[config.mk]
export PLATFORM = sky130hd
export DESIGN_NAME = gdrc_queue
export DESIGN_NICKNAME = d
export VERILOG_FILES = /design/src/hw/rtl/gdrc_pkg.sv /design/src/hw/rtl/gdrc_queue.sv
export SDC_FILE = /design/constraint.sdc
export NUM_CORES = 1
export LEC_CHECK = 0
export ABC_AREA = 1
export BUFFER_PORTS_ARGS = -buffer_cell sky130_fd_sc_hd__buf_2
export CAP_MARGIN = 20
export CORE_MARGIN = 2
export CORE_UTILIZATION = 40
export DETAILED_ROUTE_END_ITERATION = 10
export GPL_TIMING_DRIVEN = 0
export PLACE_DENSITY = 0.61
export SLEW_MARGIN = 5
export SYNTH_ARGS = -nofsm -noshare
export SYNTH_HDL_FRONTEND = slang
export SYNTH_SLANG_ARGS = --single-unit
[constraint.sdc]
create_clock -name i_clk -period 4.8 [get_ports i_clk]
set_input_delay 0.24 -clock i_clk [delete_from_list [all_inputs] [get_ports i_clk]]
set_output_delay 0.24 -clock i_clk [all_outputs]
set_load 0.1 [all_outputs]
[src/hw/rtl/gdrc_pkg.sv]
package gdrc_pkg;

    // Map geometry: a square grid addressed as {row, col}
    localparam int MAP_BITS  = 6;
    localparam int MAP_DIM   = 1 << MAP_BITS;
    localparam int ADDR_BITS = 2 * MAP_BITS;
    localparam int MAP_DEPTH = 1 << ADDR_BITS;
    localparam int CODE_W    = 8;

    // Screen and texture
    localparam int SCREEN_ROWS = 512;
    localparam int HALF_ROWS   = SCREEN_ROWS / 2;
    localparam int ROW_W       = 9;
    localparam int TEX_W       = 6;
    localparam int TEX_COLS    = 1 << TEX_W;

    // Datapath widths
    localparam int POS_W  = 22;           // unsigned Q6.16 position
    localparam int DIR_W  = 16;           // signed Q2.14 direction
    localparam int RD_W   = 18;           // ray direction after the camera term
    localparam int CRD_W  = MAP_BITS + 2; // signed walk coordinate, -1 .. MAP_DIM
    localparam int DLT_W  = 41;           // delta distance, up to the saturated value
    localparam int SD_W   = 49;           // running side distance
    localparam int NUM_W  = 25;           // signed wall offset numerator
    localparam int DIST_W = 24;
    localparam int HGT_W  = 16;
    localparam int DIV_W  = 38;           // dividend and quotient of the shared divider
    localparam int DVS_W  = 24;           // divisor of the shared divider
    localparam int CFG_W  = POS_W;
    localparam int CFG_IDX_W = 3;

    localparam logic [CODE_W-1:0] CODE_FLOOR = 8'h30;   // '0'
    localparam logic [CODE_W-1:0] CODE_OPEN  = 8'h4F;   // 'O'
    localparam logic [DLT_W-1:0]  DELTA_SAT  = {1'b1, {(DLT_W-1){1'b0}}};
    localparam logic [DIST_W-1:0] DIST_MAX   = {DIST_W{1'b1}};
    localparam logic [HGT_W-1:0]  HGT_MAX    = {HGT_W{1'b1}};
    localparam logic [DIV_W-1:0]  INV_NUM    = DIV_W'(1) << 30;
    localparam logic [DIV_W-1:0]  HGT_NUM    = DIV_W'(SCREEN_ROWS) << 16;

    typedef enum logic [CFG_IDX_W-1:0] {
        REG_PLAYER_X = 3'd0,
        REG_PLAYER_Y = 3'd1,
        REG_VIEW_X   = 3'd2,
        REG_VIEW_Y   = 3'd3,
        REG_PLANE_X  = 3'd4,
        REG_PLANE_Y  = 3'd5
    } t_reg_idx;

    typedef enum logic {
        CMD_WRITE = 1'b0,
        CMD_CAST  = 1'b1
    } t_cmd;

    typedef enum logic [4:0] {
        ST_CLEAR,
        ST_IDLE,
        ST_DX_GO,
        ST_DX_WAIT,
        ST_DY_GO,
        ST_DY_WAIT,
        ST_SDX_LO,
        ST_SDX_HI,
        ST_SDY_LO,
        ST_SDY_HI,
        ST_SD_SUM,
        ST_FETCH,
        ST_LOOK,
        ST_NUM,
        ST_DIST_GO,
        ST_DIST_WAIT,
        ST_HGT_GO,
        ST_HGT_WAIT,
        ST_TEX_MUL,
        ST_EMIT
    } t_bstate;

    typedef struct packed {
        t_cmd                    cmd;
        logic [MAP_BITS-1:0]     col;
        logic [MAP_BITS-1:0]     row;
        logic [CODE_W-1:0]       code;
        logic signed [RD_W-1:0]  rdx;
        logic signed [RD_W-1:0]  rdy;
    } t_job;

    typedef struct packed {
        logic [POS_W-1:0] px;
        logic [POS_W-1:0] py;
    } t_pose;

    typedef struct packed {
        logic             start;
        logic [DIV_W-1:0] dividend;
        logic [DVS_W-1:0] divisor;
    } t_div_req;

    typedef struct packed {
        logic             done;
        logic [DIV_W-1:0] quot;
    } t_div_rsp;

    typedef struct packed {
        logic                wall_found;
        logic                hit_side;
        logic [MAP_BITS-1:0] wall_col;
        logic [MAP_BITS-1:0] wall_row;
        logic [DIST_W-1:0]   wall_distance;
        logic [HGT_W-1:0]    column_height;
        logic [ROW_W-1:0]    span_top;
        logic [ROW_W-1:0]    span_bottom;
        logic [TEX_W-1:0]    texture_col;
    } t_result;

endpackage

[src/hw/rtl/gdrc_queue.sv]
module gdrc_queue
    import gdrc_pkg::*;
(
    input  logic i_clk,
    input  logic i_rst_n,
    input  logic i_push,
    input  t_job i_job,
    output logic o_full,
    input  logic i_pop,
    output t_job o_job,
    output logic o_empty
);

    localparam int DEPTH = 2;
    localparam int PTR_W = $clog2(DEPTH);
    localparam int CNT_W = $clog2(DEPTH + 1);

    t_job             r_slot [DEPTH];
    logic [PTR_W-1:0] r_wp;
    logic [PTR_W-1:0] r_rp;
    logic [CNT_W-1:0] r_cnt;
    logic             do_push;
    logic             do_pop;

    assign o_full  = r_cnt == CNT_W'(DEPTH);
    assign o_empty = r_cnt == '0;
    assign do_push = i_push && !o_full;
    assign do_pop  = i_pop && !o_empty;
    assign o_job   = r_slot[r_rp];

    // Pointers and fill level
    always_ff @(posedge i_clk) begin
        if (!i_rst_n) begin
            r_wp  <= '0;
            r_rp  <= '0;
            r_cnt <= '0;
        end else begin
            if (do_push) begin
                r_wp <= r_wp + PTR_W'(1);
            end
            if (do_pop) begin
                r_rp <= r_rp + PTR_W'(1);
            end
            if (do_push && !do_pop) begin
                r_cnt <= r_cnt + CNT_W'(1);
            end else if (do_pop && !do_push) begin
                r_cnt <= r_cnt - CNT_W'(1);
            end
        end
    end

    // Store the pushed beat
    always_ff @(posedge i_clk) begin
        if (do_push) begin
            r_slot[r_wp] <= i_job;
        end
    end

endmodule

==> metrics.txt <==
outcome=finished clean; final hold vios=0; sequential cell area fraction in the yosys report=about four fifths; library cells used by synthesis=15; largest net degree at the start of global routing=27; final core occ=59.5%; ant diodes=0; Setup CP Type=reg -> out; crit path cell chain=buf_6, buf_6, mux2_4, buf_2; vias in the first global route=~2600; reg2reg path depth=9; Reg2Reg Setup Slack=about 3.0 ns; Ys Warns=0; area grow syn2layout=44.8%; commonest cells after routing, fill and taps aside=121 x buf_2, 114 x edfxtp_1, 58 x dlygate4sd3_1; Crit. End Element=primary output; Min-Delay Endpoint=r_rp; CP Buf/Inv Count=3; I/O Buffers=119; Max IR drop VDD=approximately 430 µV; GRT Total Usage=14.1%; Core ar.=approximately 11000 µm²; Startpoint Class=flop; die footprint=12000 µm²; gr ovfl total=0; Worst Skew=about 0.0052 ns; die width=110 µm; DR WL/cell=14.2 µm; I/O pins=120; FILL cells=852; RSZ-0062 raised after global routing=no; RR Endpoint=r_cnt[1]; commonest non-fill, non-tap cell in the layout=buf_2; wirelength, routed=8.07 mm; initial antenna violation count=0; syn_nets=277; Synth Area in Simple Gates=1.68%; Yosys reg bits=119; Required @ worst endpoint=4.56 ns; Clock Sink Count=119; drt pass-1 iters=4; Root Buffer=clkbuf_8; Num CTS Buffers=17; Chip Height=110 µm; Vias=2529; clock buffer depth=2; first-pass GRT wire length=12.3 mm; Final Max Slew Viols=0; final worst-path cycle share=43.9%; Worst-path clk slew=around 0.060 ns; worst hold-check path type=in -> reg; Final setup viols=0; Rows=38; share of layout cells above drive strength 1=50.7%; WP data arrival=1.87 ns; P per Cell Area=662 nW/µm²; CTS HTree Levels=4; Min-Delay Startpoint=i_pop; Adder-Cell Fraction of Synth Area=less than 1%; Nets=477; vias per cell=4.45; Detailed Place HPWL=5.02 mm; slowest CP cell=dfxtp_1; Max-slew headroom=between 60% and 70%; max cap viols=0; Pwr Total=4.29 mW; TritonCTS clock tree=done; DRC errors left=0; global placer's final weighted congestion=0.633; fmax=~470 MHz; fin cells=568; setup bufs post-CTS=0; most frequent cell on the critical path=buf_6; First DRT Iteration DRCs=98; Worst path max stage delay=0.35 ns; post-synthesis mux area share=16.9%; placed cells=about 480; Tmin final=2.11 ns; clk_lat worst skew=about 0.51 ns; syn_area_per_cell=~21 µm²; Post-Synthesis Cell Area=roughly 4500 µm²; Crit path max-delay family=buffers and inverters; cells after synthesis=~220; XOR/XNOR Fraction of Synth Area=0%; Worst-Margin Slew=0.579 ns; post-synthesis compound-gate area fraction=less than 1%; DRT antenna net count=0; Setup TNS Final=0 ns; Leakage=2.55 nW; FF-to-FF Start=r_cnt[1]; hold depth=6; largest family of logic cells by synthesized area=multiplexers; crit path max fanout=10; initial core utilization=between 40% and 50%
-- report_power, final --
| part | internal, mW | switching, mW |
|---|---|---|
| registers | 1.31 | 0.0388 |
| logic | 0.396 | 1.38 |
| clock network | 0.727 | 0.436 |
-- synth_stat cells (all sizes together) --
cell type  instances  area [µm²]
ha                 1        12.5
a21oi              1        5.00
inv                9        33.8
nand3              1        5.00
o21ai              3        15.0
buf                6        55.1
nand2              6        22.5
edfxtp           114        3420
mux2              57         754
dfxtp              5         100
nand4              1        6.26
nor2              11        41.3
-- logic make-up after synthesis --
family	count (synthesis)
flip-flops	119
multiplexers	57
AND/OR/NAND/NOR	19
buffers and inverters	15
AO/OA/AOI/OAI	4
adder cells (fa/ha/maj)	1
-- layer usage --
layer	vias up	global-route usage (%)	wire (µm)
met1	1194	15.9	3380
met2	96	23.5	4040
met4	0	6.24	91
met3	10	5.63	556
li1	1229	-	-
met5	-	0	0
-- worst max path at each step --
stage,from,end,cells after the start
2_1_floorplan,r_cnt[0],r_slot[0][0],2
3_3_place_gp,r_cnt[0],r_slot[1][25],2
3_5_place_dp,r_cnt[0],r_slot[0][49],3
4_1_cts,flop,o_job[32],4
5_1_grt,flop,o_job[25],4
6_report,flop,o_job[32],4
-- registers in the layout, summed over array words and instances (netlist names), named ones only --
name / cells
r_wp: 1
r_cnt: 2
r_slot: 114
r_rp: 1
-- worst register-to-register path, stage by stage (launching register included) --
cell and delay (ns):
dfxtp_1 0.35, inv_1 0.08, o21ai_1 0.43, inv_1 0.13, ha_1 0.36, inv_1 0.08, nand3_1 0.08, nand2_1 0.07
inv_1 0.04, nor2_1 0.08
-- per-stage QoR --
stage	instance area, µm²	worst slack, ns	hold slack (ns)
2_1_floorplan	4470	1.45	0.339
3_3_place_gp	5250	-0.0863	0.427
3_5_place_dp	5350	3.06	0.432
4_1_cts	6480	2.66	0.144
5_1_grt	6480	2.61	0.172
6_report	6480	2.69	0.169
-- what timing repair did --
action                                  in CTS  in global routing
hold buffers                                58                  0
gates resized for setup                      0                  0
endpoints found under the setup margin       0                  0
hold endpoints to repair                   116                  0
-- final cells by class --
class / instances / area, µm² / area share (%)
Multi-Input combinational cell: 81 / 877 / 13.5
Timing Repair Buffer: 181 / 1260 / 19.5
Tap cell: 140 / 175 / 2.70
Clock buffer: 17 / 414 / 6.39
Buffer: 6 / 55.1 / 0.850
Clock inverter: 15 / 138 / 2.12
Sequential cell: 119 / 3520 / 54.4
Inverter: 9 / 33.8 / 0.521
No activity file was read; power rests on OpenSTA's default activity.
