[config.mk]
export PLATFORM = sky130hd
export DESIGN_NAME = gdrc_front
export DESIGN_NICKNAME = d
export VERILOG_FILES = /design/src/hw/rtl/gdrc_pkg.sv /design/src/hw/rtl/gdrc_front.sv
export SDC_FILE = /design/constraint.sdc
export NUM_CORES = 2
export LEC_CHECK = 0
export BUFFER_PORTS_ARGS = -buffer_cell sky130_fd_sc_hd__buf_4
export CORE_UTILIZATION = 30
export DETAILED_ROUTE_END_ITERATION = 6
export PLACE_DENSITY = 0.5
export SLEW_MARGIN = 20
export SYNTH_ARGS = -nofsm -noshare
export SYNTH_HDL_FRONTEND = slang
export SYNTH_SLANG_ARGS = --single-unit
[constraint.sdc]
create_clock -name i_clk -period 11.9 [get_ports i_clk]
set_clock_uncertainty 0.2 [all_clocks]
set_input_delay 1.19 -clock i_clk [delete_from_list [all_inputs] [get_ports i_clk]]
set_output_delay 1.19 -clock i_clk [all_outputs]
set_load 0.02 [all_outputs]
[src/hw/rtl/gdrc_pkg.sv]
package gdrc_pkg;

    // Map geometry: a square grid addressed as {row, col}
    localparam int MAP_BITS  = 6;
    localparam int MAP_DIM   = 1 << MAP_BITS;
    localparam int ADDR_BITS = 2 * MAP_BITS;
    localparam int MAP_DEPTH = 1 << ADDR_BITS;
    localparam int CODE_W    = 8;

    // Screen and texture
    localparam int SCREEN_ROWS = 512;
    localparam int HALF_ROWS   = SCREEN_ROWS / 2;
    localparam int ROW_W       = 9;
    localparam int TEX_W       = 6;
    localparam int TEX_COLS    = 1 << TEX_W;

    // Datapath widths
    localparam int POS_W  = 22;           // unsigned Q6.16 position
    localparam int DIR_W  = 16;           // signed Q2.14 direction
    localparam int RD_W   = 18;           // ray direction after the camera term
    localparam int CRD_W  = MAP_BITS + 2; // signed walk coordinate, -1 .. MAP_DIM
    localparam int DLT_W  = 41;           // delta distance, up to the saturated value
    localparam int SD_W   = 49;           // running side distance
    localparam int NUM_W  = 25;           // signed wall offset numerator
    localparam int DIST_W = 24;
    localparam int HGT_W  = 16;
    localparam int DIV_W  = 38;           // dividend and quotient of the shared divider
    localparam int DVS_W  = 24;           // divisor of the shared divider
    localparam int CFG_W  = POS_W;
    localparam int CFG_IDX_W = 3;

    localparam logic [CODE_W-1:0] CODE_FLOOR = 8'h30;   // '0'
    localparam logic [CODE_W-1:0] CODE_OPEN  = 8'h4F;   // 'O'
    localparam logic [DLT_W-1:0]  DELTA_SAT  = {1'b1, {(DLT_W-1){1'b0}}};
    localparam logic [DIST_W-1:0] DIST_MAX   = {DIST_W{1'b1}};
    localparam logic [HGT_W-1:0]  HGT_MAX    = {HGT_W{1'b1}};
    localparam logic [DIV_W-1:0]  INV_NUM    = DIV_W'(1) << 30;
    localparam logic [DIV_W-1:0]  HGT_NUM    = DIV_W'(SCREEN_ROWS) << 16;

    typedef enum logic [CFG_IDX_W-1:0] {
        REG_PLAYER_X = 3'd0,
        REG_PLAYER_Y = 3'd1,
        REG_VIEW_X   = 3'd2,
        REG_VIEW_Y   = 3'd3,
        REG_PLANE_X  = 3'd4,
        REG_PLANE_Y  = 3'd5
    } t_reg_idx;

    typedef enum logic {
        CMD_WRITE = 1'b0,
        CMD_CAST  = 1'b1
    } t_cmd;

    typedef enum logic [4:0] {
        ST_CLEAR,
        ST_IDLE,
        ST_DX_GO,
        ST_DX_WAIT,
        ST_DY_GO,
        ST_DY_WAIT,
        ST_SDX_LO,
        ST_SDX_HI,
        ST_SDY_LO,
        ST_SDY_HI,
        ST_SD_SUM,
        ST_FETCH,
        ST_LOOK,
        ST_NUM,
        ST_DIST_GO,
        ST_DIST_WAIT,
        ST_HGT_GO,
        ST_HGT_WAIT,
        ST_TEX_MUL,
        ST_EMIT
    } t_bstate;

    typedef struct packed {
        t_cmd                    cmd;
        logic [MAP_BITS-1:0]     col;
        logic [MAP_BITS-1:0]     row;
        logic [CODE_W-1:0]       code;
        logic signed [RD_W-1:0]  rdx;
        logic signed [RD_W-1:0]  rdy;
    } t_job;

    typedef struct packed {
        logic [POS_W-1:0] px;
        logic [POS_W-1:0] py;
    } t_pose;

    typedef struct packed {
        logic             start;
        logic [DIV_W-1:0] dividend;
        logic [DVS_W-1:0] divisor;
    } t_div_req;

    typedef struct packed {
        logic             done;
        logic [DIV_W-1:0] quot;
    } t_div_rsp;

    typedef struct packed {
        logic                wall_found;
        logic                hit_side;
        logic [MAP_BITS-1:0] wall_col;
        logic [MAP_BITS-1:0] wall_row;
        logic [DIST_W-1:0]   wall_distance;
        logic [HGT_W-1:0]    column_height;
        logic [ROW_W-1:0]    span_top;
        logic [ROW_W-1:0]    span_bottom;
        logic [TEX_W-1:0]    texture_col;
    } t_result;

endpackage

[src/hw/rtl/gdrc_front.sv]
module gdrc_front
    import gdrc_pkg::*;
(
    input  logic                    i_clk,
    input  logic                    i_rst_n,
    input  logic                    i_push,
    output logic                    o_full,
    input  logic                    i_cmd,
    input  logic [MAP_BITS-1:0]     i_cell_col,
    input  logic [MAP_BITS-1:0]     i_cell_row,
    input  logic [CODE_W-1:0]       i_cell_code,
    input  logic signed [DIR_W-1:0] i_camera_offset,
    input  logic                    i_cfg_valid,
    output logic                    o_cfg_ready,
    input  logic [CFG_IDX_W-1:0]    i_cfg_index,
    input  logic [CFG_W-1:0]        i_cfg_data,
    input  logic                    i_hold,
    input  logic                    i_q_full,
    output logic                    o_q_push,
    output t_job                    o_q_job,
    output t_pose                   o_pose
);

    logic                    r_valid;
    t_cmd                    r_cmd;
    logic [MAP_BITS-1:0]     r_col;
    logic [MAP_BITS-1:0]     r_row;
    logic [CODE_W-1:0]       r_code;
    logic signed [DIR_W-1:0] r_cam;
    logic [POS_W-1:0]        r_px;
    logic [POS_W-1:0]        r_py;
    logic signed [DIR_W-1:0] r_vdx;
    logic signed [DIR_W-1:0] r_vdy;
    logic signed [DIR_W-1:0] r_cpx;
    logic signed [DIR_W-1:0] r_cpy;
    logic                    accept;
    logic                    cfg_we;
    logic signed [2*DIR_W-1:0] cam_x;
    logic signed [2*DIR_W-1:0] cam_y;

    assign o_cfg_ready = 1'b1;
    assign cfg_we      = i_cfg_valid && o_cfg_ready;

    // Take a beat unless the stage is stuck behind a full queue or the map is clearing
    assign o_full   = i_hold || (r_valid && i_q_full);
    assign accept   = i_push && !o_full;
    assign o_q_push = r_valid && !i_q_full;

    // Ray direction: view plus camera plane scaled by the column offset, floor shift
    assign cam_x = r_cpx * r_cam;
    assign cam_y = r_cpy * r_cam;

    always_comb begin
        o_q_job      = '0;
        o_q_job.cmd  = r_cmd;
        o_q_job.col  = r_col;
        o_q_job.row  = r_row;
        o_q_job.code = r_code;
        o_q_job.rdx  = {{(RD_W-DIR_W){r_vdx[DIR_W-1]}}, r_vdx} + cam_x[2*DIR_W-1 -: RD_W];
        o_q_job.rdy  = {{(RD_W-DIR_W){r_vdy[DIR_W-1]}}, r_vdy} + cam_y[2*DIR_W-1 -: RD_W];
    end

    assign o_pose.px = r_px;
    assign o_pose.py = r_py;

    // Stage valid and pose registers
    always_ff @(posedge i_clk) begin
        if (!i_rst_n) begin
            r_valid <= 1'b0;
            r_px    <= '0;
            r_py    <= '0;
            r_vdx   <= 16'sd16384;
            r_vdy   <= '0;
            r_cpx   <= '0;
            r_cpy   <= 16'sd10813;
        end else begin
            if (accept) begin
                r_valid <= 1'b1;
            end else if (o_q_push) begin
                r_valid <= 1'b0;
            end
            if (cfg_we) begin
                case (t_reg_idx'(i_cfg_index))
                    REG_PLAYER_X: r_px  <= i_cfg_data[POS_W-1:0];
                    REG_PLAYER_Y: r_py  <= i_cfg_data[POS_W-1:0];
                    REG_VIEW_X:   r_vdx <= i_cfg_data[DIR_W-1:0];
                    REG_VIEW_Y:   r_vdy <= i_cfg_data[DIR_W-1:0];
                    REG_PLANE_X:  r_cpx <= i_cfg_data[DIR_W-1:0];
                    REG_PLANE_Y:  r_cpy <= i_cfg_data[DIR_W-1:0];
                    default: ;
                endcase
            end
        end
    end

    // Capture the accepted beat
    always_ff @(posedge i_clk) begin
        if (accept) begin
            r_cmd  <= t_cmd'(i_cmd);
            r_col  <= i_cell_col;
            r_row  <= i_cell_row;
            r_code <= i_cell_code;
            r_cam  <= i_camera_offset;
        end
    end

endmodule

==> results.py <==
metrics = {
    "route": {
        "wl_per_cell_um": 16.7,
        "drc": 0,
        "dr.pass1.iters": 5,
        "ant_nets": 0,
        "num_vias": 17900,
        "via_per_inst": 4.53,
        "route.final.wire_length_um": 66000,
        "drt_iter0_markers": 711,
    },
    "outcome": {
        "status": "completed",
    },
    "grt": {
        "grt_pass1_vias": 19400,
        "grt_pass1_wl_um": 108000,
        "grt_overflow": 0,
        "track_usage": 0.163,
        "grt_max_degree": 110,
        "antenna_found_initial": 1,
    },
    "final_layout": {
        "final_area_um2": 28300,
        "antennaDiodeCount": 0,
        "nets": 3647,
        "nFillCells": 8829,
        "drive_gt1_frac": 0.0831,
        "syn_to_final_growth_pct": 11.9,
    },
    "power_and_ir_drop": {
        "vdd.ir_drop.worst_mv": 0.315,
        "leakagePower_nw": 13.7,
        "power_density_nw_per_um2": 168,
    },
    "floorplanning": {
        "start_util": 0.302,
        "die_h_um": 292,
        "io_pins": 172,
        "placementRows": 106,
        "die_w_um": 292,
        "dieArea_um2": 85400,
        "core_area_um2": 83600,
    },
    "critical_path": {
        "cp-end-kind": "output pin",
        "crit_buf_inv": 2,
        "crit_path_start_kind": "flop",
        "worstPathArrival_ns": 9.05,
        "critPathTopFamily": "adder cells",
        "cp.required_ns": 10.51,
        "cp_slowest_cell": "edfxtp_1",
        "crit_type": "flop to output pin",
        "critPathMaxStageDelay_ns": 1.08,
        "path_common_cell": "fa_1",
        "critical_path.max_fanout": 26,
    },
    "yosys": {
        "ys_seq_area_frac": 0.130,
        "synth_area_per_cell_um2": 9.16,
        "syn_inst": 2758,
        "syn_area_um2": 25300,
        "syn-num-nets": 3542,
        "synth_top_cells_by_count": "inv_1, fa_1, nand2_1",
        "synth_ff_type": "dfxtp_1",
        "synth.ff_latch_count": 146,
        "yosysTopAreaCell": "fa_1",
        "ys_types": 55,
        "synth_area_leaders": "fa_1, ha_1, inv_1",
        "yosys_warnings": 0,
        "synth_most_common_cell": "inv_1",
        "synthArstFlopShare": 0,
        "synth_enable_flop_cells": 37,
        "synth_top_area_share": 0.415,
    },
    "timing": {
        "rsz0062_at_grt": "false",
        "tightest_slew_ns": 1.10,
        "fin_hold_ws_ns": 0.261,
        "slew_headroom": 0.264,
        "setup_viol": 0,
        "fmax_ghz": 0.0958,
        "final_max_slew_viol_count": 0,
        "timing.final.crit_share": 0.877,
        "tns_ns": 0,
        "min_period_ns": 10.44,
        "hold_viol_final": 0,
    },
    "clock_tree": {
        "root_buffer": "clkbuf_16",
        "cts_buffer_depth": 2,
        "clock-sinks": 146,
        "post_cts_resized": 0,
        "ctsHtreeMaxLevel": 4,
        "cts_hold_buf": 0,
        "clk_latency_ns": 0.45,
        "cts_tree": "built",
        "clk_pin_slew_ns": 0.07,
        "cts_made_buffers": 17,
        "cts_setup_buffers": 0,
    },
    "place": {
        "port_buffers": 170,
        "placed_area_um2": 27700,
        "gp_congestion": 0.796,
        "hpwl_um": 51700,
    },
    "run": {
        "maxCapViolCount": 0,
    },
    "hold_path": {
        "hp-class": "flop to flop",
    },
}
stage by stage:
stage | setup slack (ns) | util | instances | power [mW]
after global placement | 2.09 | 0.331 | 3920 | 4.29
after global routing | 0.943 | 0.339 | 3956 | 5.29
after CTS | 1.40 | 0.338 | 3952 | 4.86
after floorplan | 2.90 | - | 2758 | 3.11
after detailed placement | 1.94 | 0.331 | 3920 | 4.27
final | 1.46 | 0.339 | 3956 | 4.76
registers in the layout (all words and copies together) (netlist names), 8 cells and up:
signal  flops
r_px       22
r_code      8
r_vdy      16
r_cpx      16
r_cam      16
r_py       22
r_cpy      16
r_vdx      16
where the power goes:
group | total, mW | leakage [nW] | switching [mW] | internal (mW)
Clock | 0.557 | 0.273 | 0.260 | 0.297
Combinational | 3.66 | 12.2 | 2.11 | 1.55
Sequential | 0.548 | 1.23 | 0.0243 | 0.523
Total | 4.76 | 13.7 | 2.40 | 2.37
kinds of logic after synthesis:
logic type | synth area share
other cells | 0.000148
simple gates | 0.163
compound gates | 0.0626
xor+xnor | 0.0295
flops | 0.130
fa+ha+maj | 0.510
buf+inv | 0.104
layout make-up:
cell class | instances | area (µm²) | share of cell area
Inverter | 583 | 2190 | 0.0774
Timing Repair Buffer | 200 | 1530 | 0.0541
Multi-Input combinational cell | 1915 | 19400 | 0.684
Clock inverter | 13 | 126 | 0.00447
Tap cell | 1080 | 1350 | 0.0478
Sequential cell | 146 | 3290 | 0.116
Clock buffer | 19 | 443 | 0.0157
worst paths after layout:
kind | from | endpoint | slack, ns | depth (start not counted)
worst max-delay path | r_cam[2] | o_q_job[35] | 1.46 | 25
worst min-delay path | r_vdy[11] | r_vdy[11] | 0.26 | 2
worst max register to register | r_valid | r_cam[2] | 9.97 | 2
worst min register to register | r_vdy[11] | r_vdy[11] | 0.26 | 2
tightest hold or removal path, cell delays in order, from the launching register on:
cell and delay (ns):
dfxtp_1 0.31, nand2_1 0.05, a21boi_1 0.05
per-layer routing:
layer / track usage / part of all wire / up-vias
met5: 0 / 0.00026 / -
met3: 0.0260 / 0.036 / 42
li1: - / - / 8397
met4: 0.0288 / 0.013 / 2
met2: 0.279 / 0.49 / 283
met1: 0.218 / 0.46 / 9212
placed cells by master (no fill, tap or decap), types with 3 or more instances in the layout:
cell	count
inv_1	583
fa_1	524
nand2_1	491
and2_1	236
buf_4	196
ha_1	192
dfxtp_1	109
a21boi_0	72
xnor2_1	60
nor2_1	57
a21oi_1	45
edfxtp_1	37
a21boi_1	30
xor2_1	25
nand3_1	24
nand2b_1	19
clkbuf_16	17
o21ai_1	15
nor3_1	14
a21o_1	11
o21a_1	11
o21ai_0	9
nor2b_1	8
and3_1	7
o21bai_1	7
a211oi_1	6
nand4_1	6
a31oi_1	6
or3_1	5
inv_6	4
buf_8	4
o211ai_1	3
or2_2	3
clkinvlp_4	3
Note: power is estimated with default switching activity, not from simulation.
